File: config.mk
export PLATFORM = sky130hd
export DESIGN_NAME = squared_exp_kernel_engine
export DESIGN_NICKNAME = d
export VERILOG_FILES = /design/src/hw/rtl/sek_pkg.sv /design/src/hw/rtl/sek_ctrl.sv /design/src/hw/rtl/sek_dp.sv /design/src/hw/rtl/squared_exp_kernel_engine.sv
export SDC_FILE = /design/constraint.sdc
export NUM_CORES = 2
export LEC_CHECK = 0
export BUFFER_PORTS_ARGS = -buffer_cell sky130_fd_sc_hd__buf_2
export CAP_MARGIN = 20
export CORE_MARGIN = 2
export CORE_UTILIZATION = 40
export DETAILED_ROUTE_END_ITERATION = 10
export GPL_TIMING_DRIVEN = 1
export PLACE_DENSITY = 0.59
export RECOVER_POWER = 50
export SYNTH_ARGS = -nofsm -noshare
export SYNTH_HDL_FRONTEND = slang
export SYNTH_SLANG_ARGS = --single-unit
File: constraint.sdc
create_clock -name clk -period 12.2 [get_ports clk]
set_input_delay 2.44 -clock clk [delete_from_list [all_inputs] [get_ports clk]]
set_output_delay 2.44 -clock clk [all_outputs]
set_load 0.03 [all_outputs]
File: src/hw/rtl/sek_pkg.sv
// Shared types and constants for the squared-exponential kernel engine.
package sek_pkg;

  // Datapath operations issued by the controller
  typedef enum logic [4:0] {
    OP_NONE,
    OP_LOAD,
    OP_SQ,
    OP_ACC,
    OP_TLO,
    OP_THI,
    OP_TSUM,
    OP_RED,
    OP_DIVN,
    OP_TMUL,
    OP_TDIV,
    OP_TADD,
    OP_CLAMP,
    OP_AMP,
    OP_SCALE,
    OP_SHIFT,
    OP_NOISE,
    OP_OUT
  } sek_op_t;

  typedef struct packed {
    sek_op_t op;
  } sek_cmd_t;

  typedef struct packed {
    logic last;      // captured coordinate pair is the last one
    logic t_big;     // scaled distance beyond the exp cutoff
    logic n_done;    // final step of the ln2 reduction
    logic dig_done;  // final digit of the term division
    logic k_done;    // final Taylor term
  } sek_sts_t;

  typedef struct packed {
    logic [15:0] signal_amplitude;
    logic [23:0] inv_two_len_sq;
    logic [15:0] noise_amplitude;
    logic        noise_enable;
  } sek_cfg_t;

  // Register indexes on the configuration port
  localparam logic [1:0] REG_SIGNAL_AMP = 2'd0;
  localparam logic [1:0] REG_INV_LEN    = 2'd1;
  localparam logic [1:0] REG_NOISE_AMP  = 2'd2;
  localparam logic [1:0] REG_NOISE_EN   = 2'd3;

  localparam logic [39:0] SUM_MAX      = 40'hFF_FFFF_FFFF;
  localparam logic [31:0] LN2_Q32      = 32'hB172_17F8;
  localparam logic [63:0] T_LIMIT      = 64'h0000_0030_0000_0000;
  localparam logic [3:0]  TAYLOR_TERMS = 4'd10;
  localparam logic [2:0]  LN2_STEPS    = 3'd6;
  localparam logic [2:0]  DIG_STEPS    = 3'd7;

endpackage

File: src/hw/rtl/sek_ctrl.sv
// Sequencing controller for the squared-exponential kernel engine.
module sek_ctrl (
  input  logic              clk,
  input  logic              rst_n,
  input  logic              in_tvalid,
  output logic              in_tready,
  input  logic              out_tready,
  output logic              out_tvalid,
  input  sek_pkg::sek_sts_t sts,
  output sek_pkg::sek_cmd_t cmd
);

  typedef enum logic [4:0] {
    S_IDLE, S_SQ, S_ACC, S_TLO, S_THI, S_TSUM, S_RED, S_DIVN, S_TMUL,
    S_TDIV, S_TADD, S_CLAMP, S_AMP, S_SCALE, S_SHIFT, S_NOISE, S_OUT
  } state_t;

  state_t state_r, state_nxt;
  logic   in_ready_r, in_ready_nxt;
  logic   out_valid_r, out_valid_nxt;
  logic   out_load;

  // Next state and datapath command
  always_comb begin
    state_nxt = state_r;
    cmd.op    = sek_pkg::OP_NONE;
    out_load  = 1'b0;
    case (state_r)
      S_IDLE: begin
        if (in_tvalid) begin
          cmd.op    = sek_pkg::OP_LOAD;
          state_nxt = S_SQ;
        end
      end
      S_SQ: begin
        cmd.op    = sek_pkg::OP_SQ;
        state_nxt = S_ACC;
      end
      S_ACC: begin
        cmd.op    = sek_pkg::OP_ACC;
        state_nxt = sts.last ? S_TLO : S_IDLE;
      end
      S_TLO: begin
        cmd.op    = sek_pkg::OP_TLO;
        state_nxt = S_THI;
      end
      S_THI: begin
        cmd.op    = sek_pkg::OP_THI;
        state_nxt = S_TSUM;
      end
      S_TSUM: begin
        cmd.op    = sek_pkg::OP_TSUM;
        state_nxt = S_RED;
      end
      S_RED: begin
        cmd.op    = sek_pkg::OP_RED;
        state_nxt = sts.t_big ? S_SHIFT : S_DIVN;
      end
      S_DIVN: begin
        cmd.op = sek_pkg::OP_DIVN;
        if (sts.n_done) state_nxt = S_TMUL;
      end
      S_TMUL: begin
        cmd.op    = sek_pkg::OP_TMUL;
        state_nxt = S_TDIV;
      end
      S_TDIV: begin
        cmd.op = sek_pkg::OP_TDIV;
        if (sts.dig_done) state_nxt = S_TADD;
      end
      S_TADD: begin
        cmd.op    = sek_pkg::OP_TADD;
        state_nxt = sts.k_done ? S_CLAMP : S_TMUL;
      end
      S_CLAMP: begin
        cmd.op    = sek_pkg::OP_CLAMP;
        state_nxt = S_AMP;
      end
      S_AMP: begin
        cmd.op    = sek_pkg::OP_AMP;
        state_nxt = S_SCALE;
      end
      S_SCALE: begin
        cmd.op    = sek_pkg::OP_SCALE;
        state_nxt = S_SHIFT;
      end
      S_SHIFT: begin
        cmd.op    = sek_pkg::OP_SHIFT;
        state_nxt = S_NOISE;
      end
      S_NOISE: begin
        cmd.op    = sek_pkg::OP_NOISE;
        state_nxt = S_OUT;
      end
      S_OUT: begin
        // hold until the output register is free
        if (!out_valid_r || out_tready) begin
          cmd.op    = sek_pkg::OP_OUT;
          out_load  = 1'b1;
          state_nxt = S_IDLE;
        end
      end
      default: state_nxt = S_IDLE;
    endcase
  end

  assign in_ready_nxt  = (state_nxt == S_IDLE);
  assign out_valid_nxt = out_load | (out_valid_r & ~out_tready);

  // State and registered handshake outputs
  always_ff @(posedge clk) begin
    if (!rst_n) begin
      state_r     <= S_IDLE;
      in_ready_r  <= 1'b1;
      out_valid_r <= 1'b0;
    end else begin
      state_r     <= state_nxt;
      in_ready_r  <= in_ready_nxt;
      out_valid_r <= out_valid_nxt;
    end
  end

  assign in_tready  = in_ready_r;
  assign out_tvalid = out_valid_r;

endmodule

File: src/hw/rtl/sek_dp.sv
// Arithmetic datapath: distance accumulator, shared multiplier, exp unit, output register.
module sek_dp (
  input  logic              clk,
  input  logic              rst_n,
  input  sek_pkg::sek_cmd_t cmd,
  output sek_pkg::sek_sts_t sts,
  input  sek_pkg::sek_cfg_t cfg,
  input  logic [15:0]       coord_a,
  input  logic [15:0]       coord_b,
  input  logic [9:0]        row_index,
  input  logic [9:0]        col_index,
  input  logic              last_coord,
  output logic [31:0]       kernel_value,
  output logic [9:0]        out_row,
  output logic [9:0]        out_col,
  output logic              saturated
);

  logic [15:0]        a_r, b_r;
  logic [9:0]         row_r, col_r;
  logic               last_r;
  logic [63:0]        mul_r;
  logic [39:0]        sum_r;
  logic [63:0]        t_r;
  logic               zero_r;
  logic [37:0]        rem_r;
  logic [6:0]         n_r;
  logic [2:0]         ncnt_r;
  logic [32:0]        term_r;
  logic [3:0]         k_r;
  logic [3:0]         dig_r;
  logic [2:0]         dcnt_r;
  logic signed [34:0] acc_r;
  logic [32:0]        e_r;
  logic [31:0]        kern_r;
  logic [31:0]        okern_r;
  logic [9:0]         orow_r, ocol_r;
  logic               osat_r;

  logic [16:0] diff, mag_full;
  logic [15:0] mag;
  logic [31:0] mul_a, mul_b;
  logic        mul_one;
  logic [63:0] product;
  logic [40:0] sum_w;
  logic [37:0] ln2_sh;
  logic [4:0]  part;
  logic [3:0]  qd;
  logic [3:0]  dig_w;
  logic [31:0] quo;
  logic signed [34:0] quo_s;
  logic [32:0] total;
  logic        diag_noise;

  // Absolute coordinate difference
  always_comb begin
    diff     = {a_r[15], a_r} - {b_r[15], b_r};
    mag_full = diff[16] ? (17'd0 - diff) : diff;
    mag      = mag_full[15:0];
  end

  // Operand select for the shared 32x32 multiplier; a one in bit 32 shifts instead
  always_comb begin
    mul_a   = '0;
    mul_b   = '0;
    mul_one = 1'b0;
    case (cmd.op)
      sek_pkg::OP_SQ: begin
        mul_a = {16'd0, mag};
        mul_b = {16'd0, mag};
      end
      sek_pkg::OP_TLO: begin
        mul_a = sum_r[31:0];
        mul_b = {8'd0, cfg.inv_two_len_sq};
      end
      sek_pkg::OP_THI: begin
        mul_a = {24'd0, sum_r[39:32]};
        mul_b = {8'd0, cfg.inv_two_len_sq};
      end
      sek_pkg::OP_TMUL: begin
        mul_a   = rem_r[31:0];
        mul_b   = term_r[31:0];
        mul_one = term_r[32];
      end
      sek_pkg::OP_AMP: begin
        mul_a = {16'd0, cfg.signal_amplitude};
        mul_b = {16'd0, cfg.signal_amplitude};
      end
      sek_pkg::OP_SCALE: begin
        mul_a   = mul_r[31:0];
        mul_b   = e_r[31:0];
        mul_one = e_r[32];
      end
      sek_pkg::OP_NOISE: begin
        mul_a = {16'd0, cfg.noise_amplitude};
        mul_b = {16'd0, cfg.noise_amplitude};
      end
      default: begin
        mul_a = '0;
      end
    endcase
    product = mul_one ? {mul_a, 32'd0} : (mul_a * mul_b);
  end

  // Saturating accumulate and ln2 reduction step
  always_comb begin
    sum_w  = {1'b0, sum_r} + {9'd0, mul_r[31:0]};
    ln2_sh = {6'd0, sek_pkg::LN2_Q32} << ncnt_r;
  end

  function automatic logic [3:0] dig_w_bit(input logic [4:0] p, input int idx);
    dig_w_bit = (idx == 0) ? dig_r : p[3:0];
  endfunction

  // Four quotient bits of the Taylor term division per cycle
  always_comb begin
    part = '0;
    qd   = '0;
    for (int i = 0; i < 4; i++) begin
      part = {dig_w_bit(part, i), mul_r[63 - i]};
      if (part >= {1'b0, k_r}) begin
        part      = part - {1'b0, k_r};
        qd[3 - i] = 1'b1;
      end
    end
    dig_w = part[3:0];
  end

  // Series update and final sum
  always_comb begin
    quo        = mul_r[63:32];
    quo_s      = $signed({3'd0, quo});
    diag_noise = cfg.noise_enable && (row_r == col_r);
    total      = {1'b0, kern_r} + (diag_noise ? {1'b0, mul_r[31:0]} : 33'd0);
  end

  // Accumulator state
  always_ff @(posedge clk) begin
    if (!rst_n) begin
      sum_r <= '0;
    end else if (cmd.op == sek_pkg::OP_ACC) begin
      sum_r <= sum_w[40] ? sek_pkg::SUM_MAX : sum_w[39:0];
    end else if (cmd.op == sek_pkg::OP_TSUM) begin
      sum_r <= '0;
    end
  end

  // Working registers
  always_ff @(posedge clk) begin
    case (cmd.op)
      sek_pkg::OP_LOAD: begin
        a_r    <= coord_a;
        b_r    <= coord_b;
        row_r  <= row_index;
        col_r  <= col_index;
        last_r <= last_coord;
      end
      sek_pkg::OP_SQ, sek_pkg::OP_TLO, sek_pkg::OP_AMP,
      sek_pkg::OP_SCALE, sek_pkg::OP_NOISE: begin
        mul_r <= product;
      end
      sek_pkg::OP_THI: begin
        mul_r <= product;
        t_r   <= {8'd0, mul_r[55:0]};
      end
      sek_pkg::OP_TSUM: begin
        t_r <= t_r + {mul_r[31:0], 32'd0};
      end
      sek_pkg::OP_RED: begin
        zero_r <= (t_r >= sek_pkg::T_LIMIT);
        rem_r  <= t_r[37:0];
        n_r    <= '0;
        ncnt_r <= sek_pkg::LN2_STEPS;
        term_r <= {1'b1, 32'd0};
        acc_r  <= 35'sd4294967296;
        k_r    <= 4'd1;
      end
      sek_pkg::OP_DIVN: begin
        if (rem_r >= ln2_sh) begin
          rem_r          <= rem_r - ln2_sh;
          n_r[ncnt_r]    <= 1'b1;
        end
        ncnt_r <= ncnt_r - 3'd1;
      end
      sek_pkg::OP_TMUL: begin
        mul_r  <= product;
        dig_r  <= '0;
        dcnt_r <= '0;
      end
      sek_pkg::OP_TDIV: begin
        // shift dividend out at the top, quotient digits in at the bottom
        mul_r[63:32] <= {mul_r[59:32], qd};
        dig_r        <= dig_w;
        dcnt_r       <= dcnt_r + 3'd1;
      end
      sek_pkg::OP_TADD: begin
        term_r <= {1'b0, quo};
        acc_r  <= k_r[0] ? (acc_r - quo_s) : (acc_r + quo_s);
        k_r    <= k_r + 4'd1;
      end
      sek_pkg::OP_CLAMP: begin
        if (acc_r < 35'sd0) begin
          e_r <= '0;
        end else if (acc_r > 35'sd4294967296) begin
          e_r <= {1'b1, 32'd0};
        end else begin
          e_r <= acc_r[32:0];
        end
      end
      sek_pkg::OP_SHIFT: begin
        if (zero_r || n_r[6:5] != 2'd0) begin
          kern_r <= '0;
        end else begin
          kern_r <= mul_r[63:32] >> n_r[4:0];
        end
      end
      sek_pkg::OP_OUT: begin
        okern_r <= total[32] ? 32'hFFFF_FFFF : total[31:0];
        osat_r  <= total[32];
        orow_r  <= row_r;
        ocol_r  <= col_r;
      end
      default: begin
        last_r <= last_r;
      end
    endcase
  end

  assign sts.last     = last_r;
  assign sts.t_big    = (t_r >= sek_pkg::T_LIMIT);
  assign sts.n_done   = (ncnt_r == 3'd0);
  assign sts.dig_done = (dcnt_r == sek_pkg::DIG_STEPS);
  assign sts.k_done   = (k_r == sek_pkg::TAYLOR_TERMS);

  assign kernel_value = okern_r;
  assign out_row      = orow_r;
  assign out_col      = ocol_r;
  assign saturated    = osat_r;

endmodule

File: src/hw/rtl/squared_exp_kernel_engine.sv
// Top level of the squared-exponential kernel engine: register port, controller, datapath.
// Each request carries one coordinate pair; the engine adds the squared difference to a
// 40-bit distance sum and, on the last coordinate, returns amp^2*exp(-sum*inv_two_len_sq)
// in Q16.16, plus noise^2 on the diagonal when enabled, saturated at all ones. A coordinate
// that is not last passes through accept, square and accumulate steps. For a last
// coordinate, the ln2 range reduction then runs 7 compare-subtract steps, and each of the
// 10 Taylor terms takes one pass through the shared 32x32 multiplier and a 4-bit-per-cycle
// divider; when the scaled distance is past the exp cutoff the reduction and the series are
// skipped. A finished result sits in the output register while the next coordinate is
// taken in.
module squared_exp_kernel_engine (
  input  logic        clk,
  input  logic        rst_n,
  // stream input
  input  logic        in_tvalid,
  output logic        in_tready,
  input  logic [55:0] in_tdata,   // coord_a[15:0], coord_b[31:16], row_index[41:32],
                                  // col_index[51:42], zero pad [55:52]
  input  logic        in_tlast,   // last_coord
  // stream output
  output logic        out_tvalid,
  input  logic        out_tready,
  output logic [55:0] out_tdata,  // kernel_value[31:0], out_row[41:32], out_col[51:42],
                                  // zero pad [55:52]
  output logic [0:0]  out_tuser,  // saturated[0]
  // register port
  input  logic        psel,
  input  logic        penable,
  input  logic        pwrite,
  input  logic [3:0]  paddr,
  input  logic [31:0] pwdata,
  output logic [31:0] prdata,
  output logic        pready
);

  sek_pkg::sek_cfg_t cfg_r;
  sek_pkg::sek_cmd_t cmd;
  sek_pkg::sek_sts_t sts;
  logic              wr_en;
  logic [1:0]        reg_idx;
  logic [31:0]       kernel_value;
  logic [9:0]        out_row, out_col;
  logic              saturated;

  assign pready  = 1'b1;
  assign wr_en   = psel & penable & pwrite & pready;
  assign reg_idx = paddr[3:2];

  // Configuration registers
  always_ff @(posedge clk) begin
    if (!rst_n) begin
      cfg_r.signal_amplitude <= 16'd256;
      cfg_r.inv_two_len_sq   <= 24'd32768;
      cfg_r.noise_amplitude  <= 16'd0;
      cfg_r.noise_enable     <= 1'b1;
    end else if (wr_en) begin
      case (reg_idx)
        sek_pkg::REG_SIGNAL_AMP: cfg_r.signal_amplitude <= pwdata[15:0];
        sek_pkg::REG_INV_LEN:    cfg_r.inv_two_len_sq   <= pwdata[23:0];
        sek_pkg::REG_NOISE_AMP:  cfg_r.noise_amplitude  <= pwdata[15:0];
        sek_pkg::REG_NOISE_EN:   cfg_r.noise_enable     <= pwdata[0];
        default:                 cfg_r.noise_enable     <= cfg_r.noise_enable;
      endcase
    end
  end

  // Register readback
  always_comb begin
    case (reg_idx)
      sek_pkg::REG_SIGNAL_AMP: prdata = {16'd0, cfg_r.signal_amplitude};
      sek_pkg::REG_INV_LEN:    prdata = {8'd0, cfg_r.inv_two_len_sq};
      sek_pkg::REG_NOISE_AMP:  prdata = {16'd0, cfg_r.noise_amplitude};
      sek_pkg::REG_NOISE_EN:   prdata = {31'd0, cfg_r.noise_enable};
      default:                 prdata = '0;
    endcase
  end

  sek_ctrl u_ctrl (
    .clk        (clk),
    .rst_n      (rst_n),
    .in_tvalid  (in_tvalid),
    .in_tready  (in_tready),
    .out_tready (out_tready),
    .out_tvalid (out_tvalid),
    .sts        (sts),
    .cmd        (cmd)
  );

  sek_dp u_dp (
    .clk          (clk),
    .rst_n        (rst_n),
    .cmd          (cmd),
    .sts          (sts),
    .cfg          (cfg_r),
    .coord_a      (in_tdata[15:0]),
    .coord_b      (in_tdata[31:16]),
    .row_index    (in_tdata[41:32]),
    .col_index    (in_tdata[51:42]),
    .last_coord   (in_tlast),
    .kernel_value (kernel_value),
    .out_row      (out_row),
    .out_col      (out_col),
    .saturated    (saturated)
  );

  assign out_tdata = {4'd0, out_col, out_row, kernel_value};
  assign out_tuser = saturated;

  // A clipped result reads as all ones
  a_sat_max: assert property (@(posedge clk) disable iff (!rst_n)
    out_tvalid && out_tuser[0] |-> out_tdata[31:0] == 32'hFFFF_FFFF)
    else $error("saturated result not at maximum");

  // Only the noise term can push past the maximum, so clipping is on the diagonal
  a_sat_diag: assert property (@(posedge clk) disable iff (!rst_n)
    out_tvalid && out_tuser[0] |-> out_tdata[41:32] == out_tdata[51:42])
    else $error("saturation off the diagonal");

  // An accepted coordinate is worked on before the next one is taken
  a_one_at_a_time: assert property (@(posedge clk) disable iff (!rst_n)
    in_tvalid && in_tready |=> !in_tready)
    else $error("input taken while busy");

endmodule
* Word-level counts from Yosys, hierarchy flattened
Index checks and enable logic that the tools add are counted.
** Storage, ports and cells
- Flip-flop bits (word level) :: 531
- Output and inout port bits :: 92
- Input bits :: 100
** Cells by class
- Bitwise operators :: 6
- $lt $le $gt $ge :: 10
- Reductions and logical operators :: 24
- Add/subtract/negate cells :: 15
- Equality and inequality tests :: 40
- Mux-type cells :: 47
- Shift operators :: 2
- Multipliers :: 1
** Operator list (count)
- one-hot mux 32 bit (7 select lines) :: 1
- one-hot mux 32 bit (6 select lines) :: 1
- one-hot mux 5 bit (17 select lines) :: 2
- one-hot mux 32 bit (4 select lines) :: 1
- one-hot mux 64 bit (2 select lines) :: 1
- two-way mux 40 bit :: 3
- == test 5 x 4 -> 1 bit, second input constant :: 16
- one-hot mux 38 bit (2 select lines) :: 1
- one-hot mux 35 bit (2 select lines) :: 1
- one-hot mux 33 bit (2 select lines) :: 1
- adder 64 bit :: 1
- greater-or-equal comparator 64 x 38 -> 1 bit, second input constant :: 1
- multiplier 32 x 32 -> 64 bit :: 1
- two-way mux 64 bit :: 1
- one-hot mux 32 bit (2 select lines) :: 1
- adder 40 x 32 -> 41 bit :: 1
- == test 5 x 3 -> 1 bit, second input constant :: 8
- greater-or-equal comparator 38 bit :: 1
- two-way mux 38 bit :: 1
- left shift 32 x 3 -> 38 bit, first input constant :: 1
- subtractor 38 bit :: 1
- adder 35 x 33 -> 35 bit :: 1
- > comparator 35 x 34 -> 1 bit, second input constant :: 1
- less-than comparator 35 x 1 -> 1 bit, second input constant :: 1
- other kinds (49) :: 96

* Longest topological paths before layout
- Depth after elaboration :: 10
- Mapped depth :: 45
- Mapped depth without buffers :: 42

* Hierarchy
From an unflattened synthesis, not the netlist that was laid out.
** Second synthesis, totals
- Cells, all modules :: 7388
- Area, all modules :: 66779.0 sq um
** By module, submodules not included
- sek_dp :: cells each 7026, seq. area each 13623.1 sq um, times used 1, area each 63559.7 sq um
- squared_exp_kernel_engine :: cells each 297, seq. area each 1141.1 sq um, times used 1, area each 2685.1 sq um
- sek_ctrl :: cells each 65, seq. area each 140.1 sq um, times used 1, area each 534.3 sq um

* Worst setup path before layout
OpenSTA, ideal clock, no wires.
- Path kind :: input to register
- Start point :: in out_tready
- End point :: reg u_dp.mul_r[62], data pin
- Path buffers :: 4
- Arrival time :: 10.996 ns
- Stages :: 37
- Slack :: 0.934 ns
- Cell sequence :: nand2b_1 > nand2_1 > a211oi_1 > buf_2 > nor2_1 > clkbuf_1 > a222oi_1 > nand2_1 > a21oi_1 > clkbuf_1 > nor2_1 > fa_1 > inv_1 > fa_1 > inv_1 > fa_1 > inv_1 > fa_1 > inv_1 > fa_1 > fa_1 > inv_1 > fa_1 > fa_1 > inv_1 > ha_1 > clkbuf_1 > nand4_1 > a2111oi_0 > o21ai_1 > a2111oi_1 > o21ai_1 > a211o_1 > o41ai_2 > a221oi_1 > xor2_1 > a21oi_1
** Between the ends
- Cells in the longest elaborated chain, start to end :: 9
** Ends and longest elaborated chain
- from (decl) :: line squared_exp_kernel_engine.sv:22 : input logic out_tready,
- logical OR 1 bit (*) :: line sek_ctrl.sv:97 : if (!out_valid_r || out_tready) begin
- two-way mux 5 bit (*) :: line sek_ctrl.sv:97
- one-hot mux 5 bit (17 select lines) (*) :: line sek_ctrl.sv:28 : case (state_r)
- == test 5 x 3 -> 1 bit :: line sek_dp.sv:67, sek_dp.sv:150
- OR reduction 2 bit (no line)
- one-hot mux 32 bit (6 select lines) :: line sek_dp.sv:67 : case (cmd.op)
- multiplier 32 x 32 -> 64 bit :: line sek_dp.sv:102 : product = mul_one ? {mul_a, 32'd0} : (mul_a * mul_b);
- two-way mux 64 bit :: line sek_dp.sv:102
- one-hot mux 32 bit (2 select lines) (*) :: line sek_dp.sv:150 : case (cmd.op)
- to (signal assigned) :: line sek_dp.sv:160 : mul_r <= product;
- to (signal assigned) :: line sek_dp.sv:163 : mul_r <= product;
- to (signal assigned) :: line sek_dp.sv:186 : mul_r <= product;
- to (decl) :: line sek_dp.sv:22 : logic [63:0] mul_r;
Mark *: on every way between the ends. The rest lies on a longest branch, timed or not.
A chain may end at the register's enable or synchronous reset.

* Final worst setup path
- Start point :: in in_tvalid
- End point :: reg u_dp.mul_r[63], data pin
** Between the ends
- Cells in the longest elaborated chain, start to end :: 8
** Ends and longest elaborated chain
- from (decl) :: line squared_exp_kernel_engine.sv:15 : input logic in_tvalid,
- two-way mux 1 bit (*) :: line sek_ctrl.sv:30 : if (in_tvalid) begin
- one-hot mux 5 bit (17 select lines) (*) :: line sek_ctrl.sv:28
- == test 5 x 3 -> 1 bit :: line sek_dp.sv:67, sek_dp.sv:150
- OR reduction 2 bit (no line)
- one-hot mux 32 bit (6 select lines) :: line sek_dp.sv:67
- multiplier 32 x 32 -> 64 bit :: line sek_dp.sv:102
- two-way mux 64 bit :: line sek_dp.sv:102
- one-hot mux 32 bit (2 select lines) (*) :: line sek_dp.sv:150
Marks and branches as above.

==> impl_metrics.env <==
export IMPL_ir_drop_v=0.000119
export IMPL_whs_path_depth=0
export IMPL_grt_pass1_vias=54400
export IMPL_place_area_um2=71200
export IMPL_clkSlewWorstSetupHoldPaths_ns=0.06
export IMPL_worstReg2RegStart="u_dp.a_r[0]$_DFFE_PN_"
export IMPL_cts_buffer_depth=3
export IMPL_cts_sinks=531
export IMPL_numCtsBuffers=57
export IMPL_end_kind="flip-flop"
export IMPL_initial_core_util_pct=40.4
export IMPL_setup_viol=0
export IMPL_die_w_um=410
export IMPL_via_per_inst=5.58
export IMPL_antenna_left=0
export IMPL_ys_ff_latch=531
export IMPL_wl_per_cell_um=24.0
export IMPL_violations="max-capacitance violations, max-slew violations"
export IMPL_h_tree_depth=2
export IMPL_r2r_cells=41
export IMPL_power_switching_w=0.00219
export IMPL_rr_endpoint="u_dp.mul_r[63]$_DFFE_PP_"
export IMPL_dp_hpwl_mm=189
export IMPL_drive_above_1_share_pct=9.32
export IMPL_max_freq_mhz=84.3
export IMPL_fin_nets=9037
export IMPL_arrival_ns=12.25
export IMPL_synthesis_area_um2=65900
export IMPL_final_area_um2=73200
export IMPL_pwr_share_comb_pct=31.7
export IMPL_layout_cells_non_filler=9792
export IMPL_cts_hold_buffers=0
export IMPL_cp_max_fo=21
export IMPL_relSlewSlack_pct=-230
export IMPL_leakage_nw=33.1
export IMPL_synth_area_leaders="fa_1, edfxtp_1, ha_1, inv_1, nand2_1"
export IMPL_grt_max_degree=96
export IMPL_grt_overflow_total=0
export IMPL_area_growth_syn_to_layout_pct=11.1
export IMPL_finalWirelength_mm=235
export IMPL_p_seq_share_pct=36.5
export IMPL_syn_avg_cell_area_um2=8.99
export IMPL_async_flop_share_pct=0
export IMPL_coreArea_um2=163000
export IMPL_period_minus_slack_ns=11.86
export IMPL_rrSetupSlack_ns=0.55
export IMPL_power_w=0.00600
export IMPL_drc=0
export IMPL_grt_pass1_wl_mm=349
export IMPL_grt_usage_pct=27.8
export IMPL_die_h_um=410
export IMPL_fin_skew_ns=0.0430
export IMPL_required_ns=12.59
export IMPL_drv_cap=14
export IMPL_p_sw_share_pct=36.5
export IMPL_dr_total_vias=54700
export IMPL_yosysMostFrequentCell="inv_1"
export IMPL_firstDrtPassIters=9
export IMPL_p_per_area_nw_per_um2=82.0
export IMPL_io_pins=192
export IMPL_cts_tree="yes"
export IMPL_antenna_found_initial=8
export IMPL_critical_path_buf_inv_count=9
export IMPL_final_max_slew_viol_count=692
export IMPL_yosysTopAreaCell="fa_1"
export IMPL_ys_warn_count=0
export IMPL_min_delay_start="u_dp.row_r[6]$_DFFE_PN_"
export IMPL_p_int_w=0.00381
export IMPL_fin_hold_ws_ns=0.468
export IMPL_critical_path_class="input port to flip-flop"
export IMPL_max_stage_delay_ns=0.58
export IMPL_synth_top_cell_area_share_pct=27.5
export IMPL_fin_crit_sh_pct=97.2
export IMPL_io_buffers=164
export IMPL_hold_viol=0
export IMPL_ys_seq_area_share_pct=22.6
export IMPL_cp_start_kind="input port"
export IMPL_gp_congestion=0.991
export IMPL_rsz0062_at_grt="false"
export IMPL_outcome="complete, but fails checks"
export IMPL_hp_class="flip-flop to flip-flop"
export IMPL_synth_edf_count=427
export IMPL_root_buffer="clkbuf_16"
export IMPL_path_delay_family="adder cells"
export IMPL_worst_path_max_delay_cell="nor2_1"
export IMPL_crit_top_cell="fa_1"
export IMPL_synthFlopType="edfxtp_1"
export IMPL_insertion_delay_ns=0.67
export IMPL_clkPwrFrac_pct=31.8
export IMPL_dp_cells=9671
export IMPL_rows=148
export IMPL_worst_slew_pin_slew_ns=4.95
export IMPL_drt_iter0_drc=5428
export IMPL_synthTopCellsByCount="inv_1, nand2_1, fa_1"
export IMPL_dieArea_um2=168000
export IMPL_min_to="u_dp.out_row[6]$_DFFE_PN_"
export IMPL_yosysUniqueCellTypes=92
export IMPL_setup_tns_final_ns=0
export IMPL_syn_inst=7333
## worst register-to-register path: cells and delay by family, from the launching register on
| kind | cells | cell delay, ns |
|---|---|---|
| AO/OA/AOI/OAI | 13 | 3.96 |
| XOR/XNOR | 1 | 0.18 |
| adder cells (fa/ha/maj) | 11 | 4.93 |
| buffers and inverters | 9 | 1.00 |
| flip-flops | 1 | 0.36 |
| multiplexers | 1 | 0.22 |
| AND/OR/NAND/NOR | 6 | 0.74 |
## sequential cells by signal (all words and copies together), names as in the netlist, 5 cells and up
| name | cells |
|---|---|
| u_dp.sum_r | 40 |
| u_dp.mul_r | 64 |
| u_dp.acc_r | 35 |
| u_dp.row_r | 10 |
| cfg_r | 57 |
| u_dp.t_r | 64 |
| u_dp.e_r | 33 |
| u_ctrl.state_r | 5 |
| u_dp.kern_r | 32 |
| u_dp.out_col | 10 |
| u_dp.n_r | 7 |
| u_dp.kernel_value | 32 |
| u_dp.col_r | 10 |
| u_dp.rem_r | 38 |
| u_dp.term_r | 33 |
| u_dp.b_r | 16 |
| u_dp.a_r | 16 |
| u_dp.out_row | 10 |
## worst max-delay path by stage
stage	slack [ns]	cells past startpoint	endpoint	startpoint
2_1_floorplan	0.93	37	u_dp.mul_r[62]$_DFFE_PP_	out_tready
3_3_place_gp	-0.11	34	u_dp.mul_r[63]$_DFFE_PP_	in_tvalid
3_5_place_dp	-0.07	34	u_dp.mul_r[63]$_DFFE_PP_	in_tvalid
4_1_cts	0.33	39	u_dp.mul_r[58]$_DFFE_PP_	u_dp.a_r[0]$_DFFE_PN_
5_1_grt	0.02	41	u_dp.mul_r[58]$_DFFE_PP_	u_dp.a_r[0]$_DFFE_PN_
6_report	0.34	34	u_dp.mul_r[63]$_DFFE_PP_	in_tvalid
## layer usage
metal	vias up	GRT usage (%)	wire length (µm)
li1	24300	-	-
met1	27500	37.4	95200
met2	2386	44.1	107000
met3	503	4.80	20800
met4	6	11.8	11800
met5	-	0	31
## power by group through the flow
stage	sequential (W)	clock, W	combinational (W)
floorplan	0.00212	0	0.00112
global placement	0.00222	0	0.00184
detailed placement	0.00222	0	0.00185
CTS	0.00218	0.00193	0.00186
global route	0.00219	0.00199	0.00204
finish	0.00219	0.00191	0.00190
## layout make-up
| class | instances | area, µm² |
|---|---|---|
| Fill cell | 15900 | 89900 |
| Multi-Input combinational cell | 5341 | 45500 |
| Sequential cell | 531 | 14900 |
| Inverter | 1085 | 4070 |
| Timing Repair Buffer | 546 | 3970 |
| Tap cell | 2175 | 2720 |
| Clock buffer | 76 | 1670 |
| Clock inverter | 31 | 353 |
| Antenna cell | 7 | 17.5 |
## through the flow
| stage | utilization, % | setup slack, ns |
|---|---|---|
| global route | 44.9 | 0.0205 |
| global placement | 43.7 | -0.106 |
| floorplan | - | 0.934 |
| CTS | 44.9 | 0.331 |
| detailed placement | 43.7 | -0.0743 |
| finish | 44.9 | 0.341 |
## placed cells by master, fill, tap and decap left out, drive strengths merged, types with 45 or more instances in the layout
cell type and n:
xor2 104, edfxtp 427, a21oi 376, nor3 73, fa 905, xnor2 165
nand2b 47, nor2b 46, nor2 747, o21ai 255, and3 49, and2 177
a21o 110, inv 1085, buf 531, dfxtp 104, nand2 1082, nand3 57
clkbuf 91, a31oi 45, mux2i 65, ha 470
## kinds of logic (layout without fill, tap and decap cells)
logic type	count (synthesis)	count (layout)	synth area share, %
AO/OA/AOI/OAI	1197	1197	11.7
XOR/XNOR	270	270	3.61
adder cells (fa/ha/maj)	1375	1375	36.4
buffers and inverters	1472	1738	8.58
flip-flops	531	531	22.6
multiplexers	82	82	1.33
other	2	20	0.0114
AND/OR/NAND/NOR	2404	2404	15.7
## timing repair
| action | CTS | global route |
|---|---|---|
| setup endpoints to repair | 0 | 13 |
| gates resized for setup | 0 | 3 |
| endpoints found under the hold margin | 0 | 0 |
| setup buffers | 0 | 5 |
Note: power is estimated with default switching activity, not from simulation.
